`config.mk`:
```
export PLATFORM = sky130hd
export DESIGN_NAME = map_xor_rotate_checksum_flat
export DESIGN_NICKNAME = d
export VERILOG_FILES = /design/src/design/mxrc_pkg.sv /design/src/design/mxrc_stream_if.sv /design/src/design/mxrc_in_stage.sv /design/src/design/mxrc_fold.sv /design/src/design/map_xor_rotate_checksum.sv /design/src/flat_wrapper.sv
export VERILOG_INCLUDE_DIRS = /design/src /design/src/design
export SDC_FILE = /design/constraint.sdc
export NUM_CORES = 1
export LEC_CHECK = 0
export BUFFER_PORTS_ARGS = -buffer_cell sky130_fd_sc_hd__buf_2
export CORE_ASPECT_RATIO = 1.25
export CORE_MARGIN = 8
export CORE_UTILIZATION = 40
export CTS_CLUSTER_SIZE = 40
export DETAILED_ROUTE_END_ITERATION = 12
export PLACE_DENSITY = 0.59
export SETUP_SLACK_MARGIN = 0.02
export SYNTH_ARGS = -nofsm -noshare
export SYNTH_HDL_FRONTEND = slang
export SYNTH_SLANG_ARGS = --single-unit
```
`constraint.sdc`:
```
create_clock -name clk -period 7.04 [get_ports clk]
set_clock_uncertainty 0.15 [all_clocks]
set_input_delay 1.056 -clock clk [delete_from_list [all_inputs] [get_ports clk]]
set_output_delay 1.056 -clock clk [all_outputs]
set_load 0.02 [all_outputs]
```
`src/design/map_xor_rotate_checksum_macros.svh`:
```
// Assertion macros for the checksum RTL.
`ifndef MAP_XOR_ROTATE_CHECKSUM_MACROS_SVH
`define MAP_XOR_ROTATE_CHECKSUM_MACROS_SVH

`ifndef NO_ASSERTIONS

// Same-cycle implication, disabled during reset.
`define MXRC_ASSERT_NOW(label, clk, rst, ante, cons) \
  label: assert property (@(posedge clk) disable iff (rst) (ante) |-> (cons)) \
    else $error("mxrc assertion failed");

// Next-cycle implication, disabled during reset.
`define MXRC_ASSERT_NEXT(label, clk, rst, ante, cons) \
  label: assert property (@(posedge clk) disable iff (rst) (ante) |=> (cons)) \
    else $error("mxrc assertion failed");

`else

`define MXRC_ASSERT_NOW(label, clk, rst, ante, cons)
`define MXRC_ASSERT_NEXT(label, clk, rst, ante, cons)

`endif

`endif

```
`src/design/mxrc_pkg.sv`:
```
// Types, constants and helper functions for the xor-rotate map checksum.
package mxrc_pkg;

  localparam int unsigned WORD_W  = 32;
  localparam int unsigned ROT_AMT = 3;
  localparam logic [WORD_W-1:0] MAP_MIX_CONST = 32'h03F1_379E;

  localparam logic [1:0] ROLE_FIRST_SCRIPT  = 2'd0;
  localparam logic [1:0] ROLE_SECOND_SCRIPT = 2'd1;
  localparam logic [1:0] ROLE_MAP_FILE      = 2'd2;

  localparam logic [1:0] CNT_ZERO  = 2'd0;
  localparam logic [1:0] CNT_ONE   = 2'd1;
  localparam logic [1:0] CNT_TWO   = 2'd2;
  localparam logic [1:0] CNT_THREE = 2'd3;

  typedef struct packed {
    logic [7:0] data_byte;
    logic       byte_valid;
    logic       last_byte;
    logic [1:0] file_role;
  } item_t;

  typedef struct packed {
    logic [WORD_W-1:0] file_sum;
    logic [WORD_W-1:0] map_sum;
  } result_t;

  // Held request handed from the input register to the fold stage.
  typedef struct packed {
    logic  valid;
    item_t item;
  } stage_t;

  function automatic logic [WORD_W-1:0] rotl3(input logic [WORD_W-1:0] x);
    return (x << ROT_AMT) | (x >> (WORD_W - ROT_AMT));
  endfunction

endpackage

```
`src/design/mxrc_stream_if.sv`:
```
// Valid/ready channel interfaces for byte requests and checksum results.
interface mxrc_in_if;
  logic       valid;
  logic       ready;
  logic [7:0] data_byte;
  logic       byte_valid;
  logic       last_byte;
  logic [1:0] file_role;

  modport source(output valid, data_byte, byte_valid, last_byte, file_role, input ready);
  modport sink(input valid, data_byte, byte_valid, last_byte, file_role, output ready);
endinterface

interface mxrc_out_if;
  logic        valid;
  logic        ready;
  logic [31:0] file_sum;
  logic [31:0] map_sum;

  modport source(output valid, file_sum, map_sum, input ready);
  modport sink(input valid, file_sum, map_sum, output ready);
endinterface

```
`src/design/mxrc_in_stage.sv`:
```
// Input register: captures one byte request and holds it until the fold stage takes it.
module mxrc_in_stage (
  input  logic                  clk,
  input  logic                  rst,
  input  logic                  in_valid,
  output logic                  in_ready,
  input  mxrc_pkg::item_t       in_item,
  input  logic                  advance,
  output mxrc_pkg::stage_t      stage
);

  logic            held;
  mxrc_pkg::item_t item;

  assign in_ready    = !held || advance;
  assign stage.valid = held;
  assign stage.item  = item;

  always_ff @(posedge clk) begin
    if (rst) begin
      held <= 1'b0;
    end else if (in_valid && in_ready) begin
      held <= 1'b1;
    end else if (advance) begin
      held <= 1'b0;
    end
  end

  always_ff @(posedge clk) begin
    if (in_valid && in_ready) begin
      item <= in_item;
    end
  end

endmodule

```
`src/design/mxrc_fold.sv`:
```
// Fold stage: word/tail checksum, map mixing, running state and result register.
`include "map_xor_rotate_checksum_macros.svh"

module mxrc_fold (
  input  logic                  clk,
  input  logic                  rst,
  input  mxrc_pkg::stage_t      stage,
  output logic                  advance,
  output logic                  out_valid,
  input  logic                  out_ready,
  output mxrc_pkg::result_t     out_result
);

  logic [23:0]                 pending_bytes;
  logic [1:0]                  pending_count;
  logic [mxrc_pkg::WORD_W-1:0] running_sum;
  logic [mxrc_pkg::WORD_W-1:0] combined_value;

  logic [23:0]                 pending_bytes_next;
  logic [1:0]                  pending_count_next;
  logic [mxrc_pkg::WORD_W-1:0] running_sum_next;
  logic [mxrc_pkg::WORD_W-1:0] file_sum_next;
  logic [mxrc_pkg::WORD_W-1:0] combined_value_next;
  logic                        is_last;

  assign is_last = stage.item.last_byte;
  assign advance = stage.valid && (!is_last || !out_valid || out_ready);

  // Byte insertion and full-word fold.
  always_comb begin
    pending_bytes_next = pending_bytes;
    pending_count_next = pending_count;
    running_sum_next   = running_sum;
    if (stage.item.byte_valid) begin
      case (pending_count)
        mxrc_pkg::CNT_ZERO: begin
          pending_bytes_next[7:0] = stage.item.data_byte;
          pending_count_next      = mxrc_pkg::CNT_ONE;
        end
        mxrc_pkg::CNT_ONE: begin
          pending_bytes_next[15:8] = stage.item.data_byte;
          pending_count_next       = mxrc_pkg::CNT_TWO;
        end
        mxrc_pkg::CNT_TWO: begin
          pending_bytes_next[23:16] = stage.item.data_byte;
          pending_count_next        = mxrc_pkg::CNT_THREE;
        end
        default: begin
          running_sum_next   = mxrc_pkg::rotl3(running_sum ^
                                 {stage.item.data_byte, pending_bytes});
          pending_bytes_next = '0;
          pending_count_next = mxrc_pkg::CNT_ZERO;
        end
      endcase
    end
  end

  // Tail bytes, one at a time.
  always_comb begin
    file_sum_next = running_sum_next;
    for (int k = 0; k < 3; k++) begin
      if (2'(k) < pending_count_next) begin
        file_sum_next = mxrc_pkg::rotl3(file_sum_next ^
                          {24'd0, pending_bytes_next[8*k +: 8]});
      end
    end
  end

  // Map value update by file role; role three folds like a map file.
  always_comb begin
    case (stage.item.file_role)
      mxrc_pkg::ROLE_FIRST_SCRIPT: combined_value_next = file_sum_next;
      mxrc_pkg::ROLE_SECOND_SCRIPT: combined_value_next = mxrc_pkg::rotl3(
        mxrc_pkg::rotl3(combined_value ^ file_sum_next) ^ mxrc_pkg::MAP_MIX_CONST);
      default: combined_value_next = mxrc_pkg::rotl3(combined_value ^ file_sum_next);
    endcase
  end

  always_ff @(posedge clk) begin
    if (rst) begin
      pending_bytes  <= '0;
      pending_count  <= mxrc_pkg::CNT_ZERO;
      running_sum    <= '0;
      combined_value <= '0;
    end else if (advance) begin
      if (is_last) begin
        pending_bytes  <= '0;
        pending_count  <= mxrc_pkg::CNT_ZERO;
        running_sum    <= '0;
        combined_value <= combined_value_next;
      end else begin
        pending_bytes <= pending_bytes_next;
        pending_count <= pending_count_next;
        running_sum   <= running_sum_next;
      end
    end
  end

  always_ff @(posedge clk) begin
    if (rst) begin
      out_valid <= 1'b0;
    end else if (advance && is_last) begin
      out_valid <= 1'b1;
    end else if (out_ready) begin
      out_valid <= 1'b0;
    end
  end

  always_ff @(posedge clk) begin
    if (advance && is_last) begin
      out_result.file_sum <= file_sum_next;
      out_result.map_sum  <= combined_value_next;
    end
  end

  `MXRC_ASSERT_NEXT(a_word_clears_count, clk, rst,
    advance && !is_last && stage.item.byte_valid && pending_count == mxrc_pkg::CNT_THREE,
    pending_count == mxrc_pkg::CNT_ZERO && pending_bytes == 24'd0)
  `MXRC_ASSERT_NEXT(a_end_clears_state, clk, rst,
    advance && is_last,
    out_valid && pending_count == mxrc_pkg::CNT_ZERO && running_sum == '0)
  `MXRC_ASSERT_NOW(a_result_from_last, clk, rst,
    $rose(out_valid), $past(advance && is_last))
  `MXRC_ASSERT_NOW(a_stall_only_on_full_output, clk, rst,
    stage.valid && !advance, is_last && out_valid && !out_ready)

endmodule

```
`src/design/map_xor_rotate_checksum.sv`:
```
// Top level of the xor-rotate file checksum and map value block.
//
// Usage:
//   byte_ch carries one byte request per cycle while byte_ch.ready is high:
//   data_byte, byte_valid, last_byte, file_role. An empty file is one request with
//   byte_valid low and last_byte high; file_role is only looked at on the last
//   request of a file. sum_ch carries one result per file: file_sum and map_sum.
// Timing:
//   A request is registered at the input and then folded into the running state.
//   A last request's result is registered in the output register with sum_ch.valid.
//   Throughput is one request per cycle while no last request waits on sum_ch.
// Reset:
//   rst clears the pending bytes, running sum, map value and both valid flags.
// Stall:
//   A result waits in the output register while sum_ch.ready is low; non-last
//   requests keep flowing, and a last request waits in the input register,
//   which lowers byte_ch.ready until the output register frees up.
module map_xor_rotate_checksum (
  input logic        clk,
  input logic        rst,
  mxrc_in_if.sink    byte_ch,
  mxrc_out_if.source sum_ch
);

  mxrc_pkg::item_t   in_item;
  mxrc_pkg::stage_t  stage;
  mxrc_pkg::result_t result;
  logic              advance;

  assign in_item.data_byte  = byte_ch.data_byte;
  assign in_item.byte_valid = byte_ch.byte_valid;
  assign in_item.last_byte  = byte_ch.last_byte;
  assign in_item.file_role  = byte_ch.file_role;

  mxrc_in_stage u_in_stage (
    .clk      (clk),
    .rst      (rst),
    .in_valid (byte_ch.valid),
    .in_ready (byte_ch.ready),
    .in_item  (in_item),
    .advance  (advance),
    .stage    (stage)
  );

  mxrc_fold u_fold (
    .clk        (clk),
    .rst        (rst),
    .stage      (stage),
    .advance    (advance),
    .out_valid  (sum_ch.valid),
    .out_ready  (sum_ch.ready),
    .out_result (result)
  );

  assign sum_ch.file_sum = result.file_sum;
  assign sum_ch.map_sum  = result.map_sum;

endmodule

```
`src/flat_wrapper.sv`:
```
// flat-port wrapper written by rule: the top's interface ports become plain ports
module map_xor_rotate_checksum_flat 
  (clk, rst, byte_ch_valid, byte_ch_data_byte, byte_ch_byte_valid, byte_ch_last_byte, byte_ch_file_role, byte_ch_ready, sum_ch_valid, sum_ch_file_sum, sum_ch_map_sum, sum_ch_ready);
  mxrc_in_if byte_ch_i ();
  mxrc_out_if sum_ch_i ();
  input logic clk;
  input logic rst;
  input wire logic [$bits(byte_ch_i.valid)-1:0] byte_ch_valid;
  input wire logic [$bits(byte_ch_i.data_byte)-1:0] byte_ch_data_byte;
  input wire logic [$bits(byte_ch_i.byte_valid)-1:0] byte_ch_byte_valid;
  input wire logic [$bits(byte_ch_i.last_byte)-1:0] byte_ch_last_byte;
  input wire logic [$bits(byte_ch_i.file_role)-1:0] byte_ch_file_role;
  output wire logic [$bits(byte_ch_i.ready)-1:0] byte_ch_ready;
  output wire logic [$bits(sum_ch_i.valid)-1:0] sum_ch_valid;
  output wire logic [$bits(sum_ch_i.file_sum)-1:0] sum_ch_file_sum;
  output wire logic [$bits(sum_ch_i.map_sum)-1:0] sum_ch_map_sum;
  input wire logic [$bits(sum_ch_i.ready)-1:0] sum_ch_ready;
  assign byte_ch_i.valid = byte_ch_valid;
  assign byte_ch_i.data_byte = byte_ch_data_byte;
  assign byte_ch_i.byte_valid = byte_ch_byte_valid;
  assign byte_ch_i.last_byte = byte_ch_last_byte;
  assign byte_ch_i.file_role = byte_ch_file_role;
  assign byte_ch_ready = byte_ch_i.ready;
  assign sum_ch_valid = sum_ch_i.valid;
  assign sum_ch_file_sum = sum_ch_i.file_sum;
  assign sum_ch_map_sum = sum_ch_i.map_sum;
  assign sum_ch_i.ready = sum_ch_ready;
  map_xor_rotate_checksum u_core (.clk(clk), .rst(rst), .byte_ch(byte_ch_i), .sum_ch(sum_ch_i));
endmodule
```
Yosys cells after proc, flatten, opt, wreduce, memory -nomap -nowiden
Cells that the tools add are included.
Widths: inputs -> output; s select.
- register bits: 168
- word-level logic and storage cells: 67
- output and inout bits: 66
- equality and inequality tests: 3
- bitwise gates (word level): 12
- muxes and demuxes: 19
- order comparisons: 3
- reduce and logical (&&, ||, !) cells: 18
- operators by type and width (cell ; count):
    $mux 32 ; 6
    $or 32x3->32 ; 6
    $xor 32x8->32 ; 3
    $pmux 32 s2 ; 1
    $xor 32x32->32 ; 2
    $mux 24 ; 2
    $pmux 8 s2 ; 3
    $not 17->17 ; 1
    $pmux 2 s3 ; 1
    $reduce_or 2->1 ; 3
    $eq 2x1->1 const B ; 2
    $logic_not 2->1 ; 2
    $lt 1x2->1 const A ; 2
    $mux 1 ; 4
    $mux 2 ; 2
    $reduce_bool 2->1 ; 2
    $logic_and 1x1->1 ; 3
    $logic_not 1->1 ; 3
    $logic_or 1x1->1 ; 3
    $reduce_or 3->1 ; 1
    $eq 2x2->1 const B ; 1
    $lt 2x2->1 const A ; 1
    $reduce_and 2->1 ; 1

Longest topological paths before layout
Gate-level depths: netlist (run 1).
- depth after elaboration: 18
- mapped depth: 14

Cells and area by module
From an unflattened synthesis (run 1), not the netlist that was laid out.
- cells, all modules: 977
- area total of the unflattened synthesis: 9271.4 sq um
- modules (own cells, without submodules) (module ; area an instance (sq um) ; sequential area each (sq um) ; cells an instance ; times used):
    mxrc_fold ; 8848.5 ; 3743.6 ; 959 ; 1
    mxrc_in_stage ; 422.9 ; 380.4 ; 18 ; 1

Worst setup path after synthesis (run 1)
Ideal clock, no wire load.
- path kind: input to register
- start point: input sum_ch_ready
- end point: register u_core.u_fold.out_result[0] (netlist name)
- stages on the path: 6
- setup time: 454 ps
- arrival time: 3492 ps
- path buffers: 1
- required time: 6436 ps
- setup slack: 2944 ps
- path through: nor2b_1 -> nand2_1 -> and2_1 -> nand2_1 -> inv_1 -> clkbuf_1
- longest elaborated chain between the ends: 3
- RTL lines (what ; line ; text):
    from (decl) ; flat_wrapper.sv:17 ; input wire logic [$bits(sum_ch_i.ready)-1:0] sum_ch_ready;
    $logic_or 1x1->1 ; mxrc_fold.sv:27 ; assign advance = stage.valid && (!is_last || !out_valid || out_ready);
    $logic_and 1x1->1 ; mxrc_fold.sv:27 ;
    $logic_and 1x1->1 ; mxrc_fold.sv:110 ; if (advance && is_last) begin
Every way passes these cells.
A chain may end at the register's enable or synchronous reset.

Final worst setup path (run 1)
- start point: register u_core.u_fold.pending_count[0]
- end point: register u_core.u_fold.out_result[13] (netlist name)
- elaborated cells on any way between the ends: 32
- those cells by class: order compare (3); eq/ne (2); mux (12); bitwise (10); reduce/logical (5)
- RTL lines (what ; line ; text):
    from (decl) ; mxrc_fold.sv:15 ; logic [1:0] pending_count;
    from (signal assigned) ; mxrc_fold.sv:82 ; pending_count <= mxrc_pkg::CNT_ZERO;
    from (signal assigned) ; mxrc_fold.sv:88 ; pending_count <= mxrc_pkg::CNT_ZERO;
    from (signal assigned) ; mxrc_fold.sv:93 ; pending_count <= pending_count_next;
    $eq 2x2->1, or another cell as far along ; mxrc_fold.sv:35 ; case (pending_count)
    $reduce_or 2->1 (no line) or $reduce_or 3->1 (tied branches) ; n/a ;
    $pmux 8 s2 or $mux 32 (tied branches) ; mxrc_fold.sv:35 ;
    $mux 24 or $mux 32 (tied branches) ; mxrc_fold.sv:34 ; if (stage.item.byte_valid) begin
    $xor 32x8->32 ; mxrc_fold.sv:63 ; file_sum_next = mxrc_pkg::rotl3(file_sum_next ^
    $or 32x3->32 ; mxrc_pkg.sv:36 ; return (x << ROT_AMT) | (x >> (WORD_W - ROT_AMT));
    $mux 32 ; mxrc_fold.sv:62 ; if (2'(k) < pending_count_next) begin
    $xor 32x8->32 ; mxrc_fold.sv:63 ;
    (+2 left out) ; n/a ;
    $xor 32x8->32 ; mxrc_fold.sv:63 ;
    $or 32x3->32 ; mxrc_pkg.sv:36 ;
    $mux 32 (*) ; mxrc_fold.sv:62 ;
    named net u_core.u_fold.file_sum_next, one bit ; mxrc_fold.sv:22 ; logic [mxrc_pkg::WORD_W-1:0] file_sum_next;
    $xor 32x32->32 (*) ; mxrc_fold.sv:75 ; default: combined_value_next = mxrc_pkg::rotl3(combined_value ^ file_sum_next);
    $or 32x3->32 (*) ; mxrc_pkg.sv:36 ;
    $pmux 32 s2 (*) ; mxrc_fold.sv:71 ; case (stage.item.file_role)
    named net u_core.u_fold.combined_value_next, one bit ; mxrc_fold.sv:23 ; logic [mxrc_pkg::WORD_W-1:0] combined_value_next;
Mark *: on every way through the listed nets, which the timed path passes. The rest lies on a longest branch.

==> impl_metrics.tcl, run 1 <==
set metrics [dict create \
    status "finished clean" \
    comb_power_share_pct 8.5 \
    final_area_um2 10200 \
    grt_pass1_vias 7260 \
    wire_per_inst_um 20.5 \
    route.detailed.drc 0 \
    htree_levels 4 \
    antenna_left 0 \
    grt_usage_pct 19.6 \
    synth_area_leaders "edfxtp_1 25%, dfxtp_1 20%, nor2_1 5.5%" \
    finalCritPeriodShare_pct 67.6 \
    synth_top_area_share_pct 25.3 \
    yosysSeqAreaShare_pct 45.7 \
    worstRegToRegCells 9 \
    clk_pin_slew_ps 70 \
    wl_mm 26.5 \
    antenna-diode-count 0 \
    cts_resized 0 \
    synth-seq-cells 168 \
    ioPinCount 82 \
    place_area_um2 9560 \
    maxCapViolations 0 \
    syn_nets 977 \
    p_seq_share_pct 45.0 \
    slew_headroom_pct 29.9 \
    dr.pass1.iters 7 \
    dieArea_um2 27600 \
    startpoint "u_core.u_fold.pending_count[0]" \
    fp.dieH_um 184 \
    worstHoldPathType "flip-flop to flip-flop" \
    finalHoldViolations 0 \
    r2r_slack_ps 2280 \
    syn_to_final_growth_pct 13.6 \
    place_ws_ps 2360 \
    first_iter_violations 597 \
    fp.dieW_um 150 \
    rows 61 \
    place_congestion 0.922 \
    r2r-start "u_core.u_fold.pending_count[0]" \
    p_sw_mw 0.579 \
    min_period_ps 4760 \
    p_per_area_nw_per_um2 231 \
    fill_cells 2127 \
    clock_path_buffers 2 \
    viasPerCell 5.63 \
    start_util_pct 40.6 \
    cts_tree "yes" \
    peakVddDrop_mv 0.161 \
    max_slew.worst_pin.slew_ps 1050 \
    dp_hpwl_mm 19.0 \
    antenna_found_initial 0 \
    core_um2 22200 \
    async_reset_ff_share_pct 0 \
    grt_first_pass_wirelength_mm 41.7 \
    p_total_mw 2.36 \
    ys_warn_count 0 \
    slew_viol_final 0 \
    synth.avg_cell_area_um2 9.45 \
    grt_overflow 0 \
    ctsHoldBuffers 0 \
    cts_sinks 168 \
    nNetsFinal 1024 \
    critical_path.max_fanout 29 \
    fmax_ghz 0.210 \
    reg2reg_to "u_core.u_fold.out_result[13]" \
    clkPwrFrac_pct 46.5 \
    cts_inserted_buffers 17 \
    synthFlopType "dfxtp_1" \
    post_cts_buffers 0 \
    p_leak_nw 3.95 \
    yosys.area.top_type "edfxtp_1" \
    swShare_pct 24.5 \
    critical_path_required_ps 7080 \
    worstSkewPairLatency_ps 440 \
    critPathCapture "u_core.u_fold.out_result[13]" \
    synth-edff-count 76 \
    power.internal_mw 1.78 \
    cts_root_buf "clkbuf_16" \
    tns_ps 0 \
    vias 7313 \
    synthDistinctLibCells 78 \
    path_class "flip-flop to flip-flop" \
    grt_max_degree 89 \
    syn-cell-area_um2 9020 \
    netlist_instances 955 \
    io_buffers 81 \
    end_kind "flip-flop" \
    setup_slack_ps 2280 \
    start_kind "flip-flop" \
    final_layout_size_suffix_gt1_share_pct 16.7 \
    setup_viol 0 \
    cp_data_arrival_time_ps 4800 \
    rsz0062_at_grt "false" \
]
## power groups by stage
stage	logic, mW	clock network [mW]	registers, mW
2_1_floorplan	0.137	0	1.09
3_3_place_gp	0.201	0	1.09
3_5_place_dp	0.202	0	1.09
4_1_cts	0.203	1.12	1.06
5_1_grt	0.221	1.15	1.07
6_report	0.202	1.10	1.06
## layer usage
layer	up-vias	track usage (%)	wire, um
li1	3532	-	-
met1	3457	23.6	10900
met2	274	33.1	13100
met3	50	3.25	1540
met4	0	9.90	1010
met5	-	0	0
## cells in the mapped netlist (3+ instances only)
library cell / n
o221ai_1: 4
xnor2_1: 47
mux2i_1: 23
dfxtp_1: 92
xnor3_1: 3
buf_2: 14
clkbuf_1: 40
or3_1: 13
a22o_1: 5
xor2_1: 33
nand3b_1: 5
or2_2: 7
a32oi_1: 5
o21ai_1: 12
buf_1: 3
o211ai_1: 4
and3_1: 3
and2_1: 16
o31ai_1: 3
mux2_2: 6
nor3_1: 19
a2bb2oi_1: 3
inv_1: 23
edfxtp_1: 76
buf_6: 6
a211o_1: 6
nor3b_1: 5
a21oi_2: 4
a21o_1: 10
o21ai_2: 6
nand3_1: 5
nand2_1: 79
ha_1: 6
nor2_1: 131
a22oi_1: 61
a21oi_1: 80
a221o_1: 3
nand2b_1: 5
o21ai_0: 20
a211oi_1: 17
## layout make-up
class,instances,area [um^2],share of cell area (%)
repair buffers,93,495,4.84
flip-flops and latches,168,4120,40.3
clock inverters,15,259,2.53
multi-input cells,698,4500,43.9
inverters,24,91.3,0.892
clock buffers,17,425,4.15
well taps,283,354,3.46
## placed cells by master, fill, tap and decap left out, types with 13 or more instances in the layout
| cell type | n |
|---|---|
| nor2_1 | 131 |
| dfxtp_1 | 92 |
| buf_2 | 81 |
| a21oi_1 | 80 |
| nand2_1 | 78 |
| edfxtp_1 | 76 |
| a22oi_1 | 61 |
| xnor2_1 | 47 |
| xor2_1 | 33 |
| mux2i_1 | 23 |
| inv_1 | 22 |
| o21ai_0 | 20 |
| nor3_1 | 19 |
| a211oi_1 | 17 |
| clkbuf_16 | 17 |
| and2_1 | 16 |
| or3_1 | 13 |
## metrics by stage
| stage | hold slack [ps] | std cells | utilization, % |
|---|---|---|---|
| 3_5_place_dp | 311 | 1266 | 43.0 |
| 5_1_grt | 344 | 1298 | 46.1 |
| 2_1_floorplan | 298 | 955 | - |
| 6_report | 320 | 1298 | 46.1 |
| 3_3_place_gp | 304 | 1266 | 43.0 |
| 4_1_cts | 321 | 1298 | 46.1 |
## cells by family (layout without fill, tap and decap cells)
| kind of cell | after synthesis | count (layout) | share of synthesized area [%] |
|---|---|---|---|
| AND/OR/NAND/NOR | 305 | 305 | 15.5 |
| AO/OA/AOI/OAI | 269 | 269 | 20.5 |
| flip-flops | 168 | 168 | 45.7 |
| buffers and inverters | 89 | 149 | 4.48 |
| XOR/XNOR | 86 | 86 | 9.14 |
| multiplexers | 32 | 32 | 3.86 |
| adder cells (fa/ha/maj) | 6 | 6 | 0.832 |
## state kept, by name (all words and copies together), names as in the netlist
register	count
u_core.u_in_stage.held	1
u_core.u_fold.pending_count	2
u_core.u_in_stage.stage	12
u_core.u_fold.out_valid	1
u_core.u_fold.pending_bytes	24
u_core.u_fold.running_sum	32
u_core.u_fold.out_result	64
u_core.u_fold.combined_value	32
## worst min-delay path by stage
| stage | start | endpoint | slack, ps | cells after the start |
|---|---|---|---|---|
| 3_3_place_gp | u_core.u_fold.combined_value[25] | u_core.u_fold.combined_value[25] | 300 | 2 |
| 4_1_cts | u_core.u_fold.combined_value[24] | u_core.u_fold.combined_value[24] | 320 | 2 |
| 3_5_place_dp | u_core.u_fold.combined_value[24] | u_core.u_fold.combined_value[24] | 310 | 2 |
| 2_1_floorplan | u_core.u_fold.combined_value[20] | u_core.u_fold.combined_value[20] | 300 | 2 |
| 6_report | u_core.u_fold.combined_value[21] | u_core.u_fold.combined_value[21] | 320 | 2 |
| 5_1_grt | u_core.u_fold.combined_value[21] | u_core.u_fold.combined_value[21] | 340 | 2 |
## critical path: stages, from the launching register on
cell	delay [ps]
dfxtp_1	440
ha_1	880
and2_1	910
a21oi_1	270
or3_1	490
nand2_1	90
xor3_1	420
o221ai_2	310
mux2_2	380
and2_1	160
Power figures use the tool's default switching activity.
==> run 2, diff against run 1 <==
--- a/config.mk
+++ b/config.mk
@@ -6,13 +6,14 @@
 export SDC_FILE = /design/constraint.sdc
 export NUM_CORES = 1
 export LEC_CHECK = 0
+export ABC_AREA = 1
 export BUFFER_PORTS_ARGS = -buffer_cell sky130_fd_sc_hd__buf_2
 export CORE_ASPECT_RATIO = 1.25
 export CORE_MARGIN = 8
 export CORE_UTILIZATION = 40
 export CTS_CLUSTER_SIZE = 40
 export DETAILED_ROUTE_END_ITERATION = 12
-export PLACE_DENSITY = 0.59
+export PLACE_DENSITY = 0.61
 export SETUP_SLACK_MARGIN = 0.02
 export SYNTH_ARGS = -nofsm -noshare
 export SYNTH_HDL_FRONTEND = slang
==> constraint.sdc (replaced) <==
create_clock -name clk -period 4.2 [get_ports clk]
set_clock_uncertainty 0.15 [all_clocks]
set_input_delay 0.63 -clock clk [delete_from_list [all_inputs] [get_ports clk]]
set_output_delay 0.63 -clock clk [all_outputs]
set_load 0.02 [all_outputs]
==> run 2 against run 1 <==
Against the previous run:
- power increased by 66%
- critical endpoint is now u_core.u_fold.out_result[10]
- via count increased by 24%
- die area increased by 7.5%
- critical path type unchanged
- routed wire length increased by 14%
==> impl_metrics.tcl, run 2 <==
set metrics [dict create \
    status "finished clean" \
    grt_pass1_vias 8473 \
    worstHoldPathType "primary input to flip-flop" \
    slew_viol_final 0 \
    synth_area_leaders "edfxtp_1 23%, dfxtp_1 19%, nand2_1 17%" \
    final_common_cell "nand2_1" \
    top_register "u_core.u_fold.out_result" \
    maxCapViolations 0 \
    worstRegToRegCells 11 \
    cp_common_cell "nand2_1" \
    dieArea_um2 29700 \
    wl_mm 30.1 \
    ys_warn_count 0 \
    final_area_um2 10900 \
    rows 64 \
    place_area_um2 10400 \
    syn_nets 1355 \
    io_buffers 81 \
    path_buf_inv 0 \
    tns_ps 0 \
    yosys-top-cells-count "443 x nand2_1, 158 x nand3_1, 134 x inv_1" \
    antenna_left 0 \
    synthDistinctLibCells 43 \
    yosys.area.top_type "edfxtp_1" \
    p_per_area_nw_per_um2 360 \
    largest_reg_flops 64 \
    critical_path.max_fanout 33 \
    synth-edff-count 76 \
    grt_max_degree 59 \
    synth.avg_cell_area_um2 7.33 \
    syn_to_final_growth_pct 11.5 \
    slew_headroom_pct 24.2 \
    final_layout_size_suffix_gt1_share_pct 13.6 \
    viasPerCell 5.24 \
    place_congestion 0.943 \
    cts_sinks 168 \
    nNetsFinal 1403 \
    first_iter_violations 765 \
    post_cts_buffers 0 \
    antenna_found_initial 0 \
    synth-seq-cells 168 \
    path_class "flip-flop to flip-flop" \
    cp_top_family "simple AND/OR/NAND/NOR gates" \
    cp.depth 11 \
    syn-cell-area_um2 9780 \
    worstSkewPairLatency_ps 440 \
    cts_tree "yes" \
    clock_path_buffers 2 \
    grt_overflow 0 \
    cts_root_buf "clkbuf_16" \
    cp_data_arrival_time_ps 3770 \
    vias 9038 \
    fmax_ghz 0.268 \
    antenna-diode-count 0 \
    max_stage_delay_ps 860 \
    netlist_instances 1333 \
    synthFlopType "dfxtp_1" \
    start_util_pct 40.3 \
    start_kind "flip-flop" \
    reg_top3 "u_core.u_fold.out_result: 64 flops, u_core.u_fold.combined_value: 32 flops, u_core.u_fold.running_sum: 32 flops" \
    ioPinCount 82 \
    hold_depth 1 \
    yosysMostFrequentCell "nand2_1" \
    dp_hpwl_mm 22.2 \
    dr.pass1.iters 5 \
    fp.dieW_um 156 \
    grt_first_pass_wirelength_mm 47.4 \
    cts_inserted_buffers 17 \
    wire_per_inst_um 17.5 \
    htree_levels 4 \
    route.detailed.drc 0 \
    async_reset_ff_share_pct 0 \
    finalCritPeriodShare_pct 89.0 \
    rsz0062_at_grt "false" \
    grt_usage_pct 20.5 \
    p_leak_nw 4.59 \
    finalHoldViolations 0 \
    layout_common_cells "443 x nand2_1, 158 x nand3_1, 134 x inv_1, 92 x dfxtp_1, 86 x a21oi_1" \
    clk_pin_slew_ps 70 \
    crit_slowest_cell "o21ai_4" \
    path_cells "o21ai_4 -> nand2_4 -> nand2_1 -> nand3_1 -> nand2_1 -> xor2_1 -> nand2_1 -> nand2_2 -> nand2_1 -> nand3_1 -> nand3_1" \
    max_slew.worst_pin.slew_ps 1140 \
    setup_viol 0 \
    cts_resized 0 \
    end_kind "flip-flop" \
    critical_path_required_ps 4230 \
    synth_top_area_share_pct 23.3 \
    fp.dieH_um 191 \
    min_period_ps 3740 \
    core_um2 24300 \
    ctsHoldBuffers 0 \
    yosysSeqAreaShare_pct 42.2 \
    peakVddDrop_mv 0.265 \
]
==> run 2: kinds of logic after synthesis <==
logic type | synth area share (%)
xor+xnor | 3.40
fa+ha+maj | 0.768
buf+inv | 9.50
flops | 42.2
compound gates | 13.6
simple gates | 30.6
==> run 2: worst paths after layout <==
check / start / end / slack (ps)
max: u_core.u_in_stage.stage[3] / u_core.u_fold.out_result[10] / 460
min: byte_ch_data_byte[3] / u_core.u_in_stage.stage[7] / 210
max reg2reg: u_core.u_in_stage.stage[3] / u_core.u_fold.out_result[10] / 460
min reg2reg: u_core.u_fold.running_sum[20] / u_core.u_fold.running_sum[20] / 350
==> run 2: area by class of cell <==
cell class / instances / area [um^2]
clock buffers: 19 / 443
clock inverters: 13 / 98.8
fillers: 2443 / 13400
inverters: 143 / 543
multi-input cells: 953 / 4730
flip-flops and latches: 168 / 4120
well taps: 330 / 413
repair buffers: 98 / 546
==> run 2: metal layers <==
layer  up-vias  share of wire [%]  GRT usage, %
met5         -                  0             0
met1      4187                 41          24.2
met3        73                5.7          3.72
met2       300                 48          34.4
li1       4478                  -             -
met4         0                4.7          11.4
==> run 2: worst reg2reg max path, delay by kind of cell (launching register included) <==
| family | cells | cell delay [ps] |
|---|---|---|
| AO/OA/AOI/OAI | 1 | 870 |
| AND/OR/NAND/NOR | 9 | 1520 |
| flip-flops | 1 | 690 |
| XOR/XNOR | 1 | 260 |
==> run 2: per-stage QoR <==
step                total power, mW  setup WS, ps  hold slack [ps]  std cells  util, %
floorplan                      2.31          1660              317       1333        -
global placement               2.48           546              330       1692     42.7
detailed placement             2.49           505              338       1692     42.7
CTS                            3.95           493              194       1724     44.9
global route                   4.09           209              198       1724     44.9
finish                         3.92           463              210       1724     44.9
==> run 2: power breakdown <==
group          switching, mW  leakage, nW  total (mW)  internal (mW)
sequential            0.0343         1.46        1.82           1.78
combinational          0.455         2.87       0.639          0.184
clock                  0.689        0.260        1.46          0.775
total                   1.18         4.59        3.92           2.74
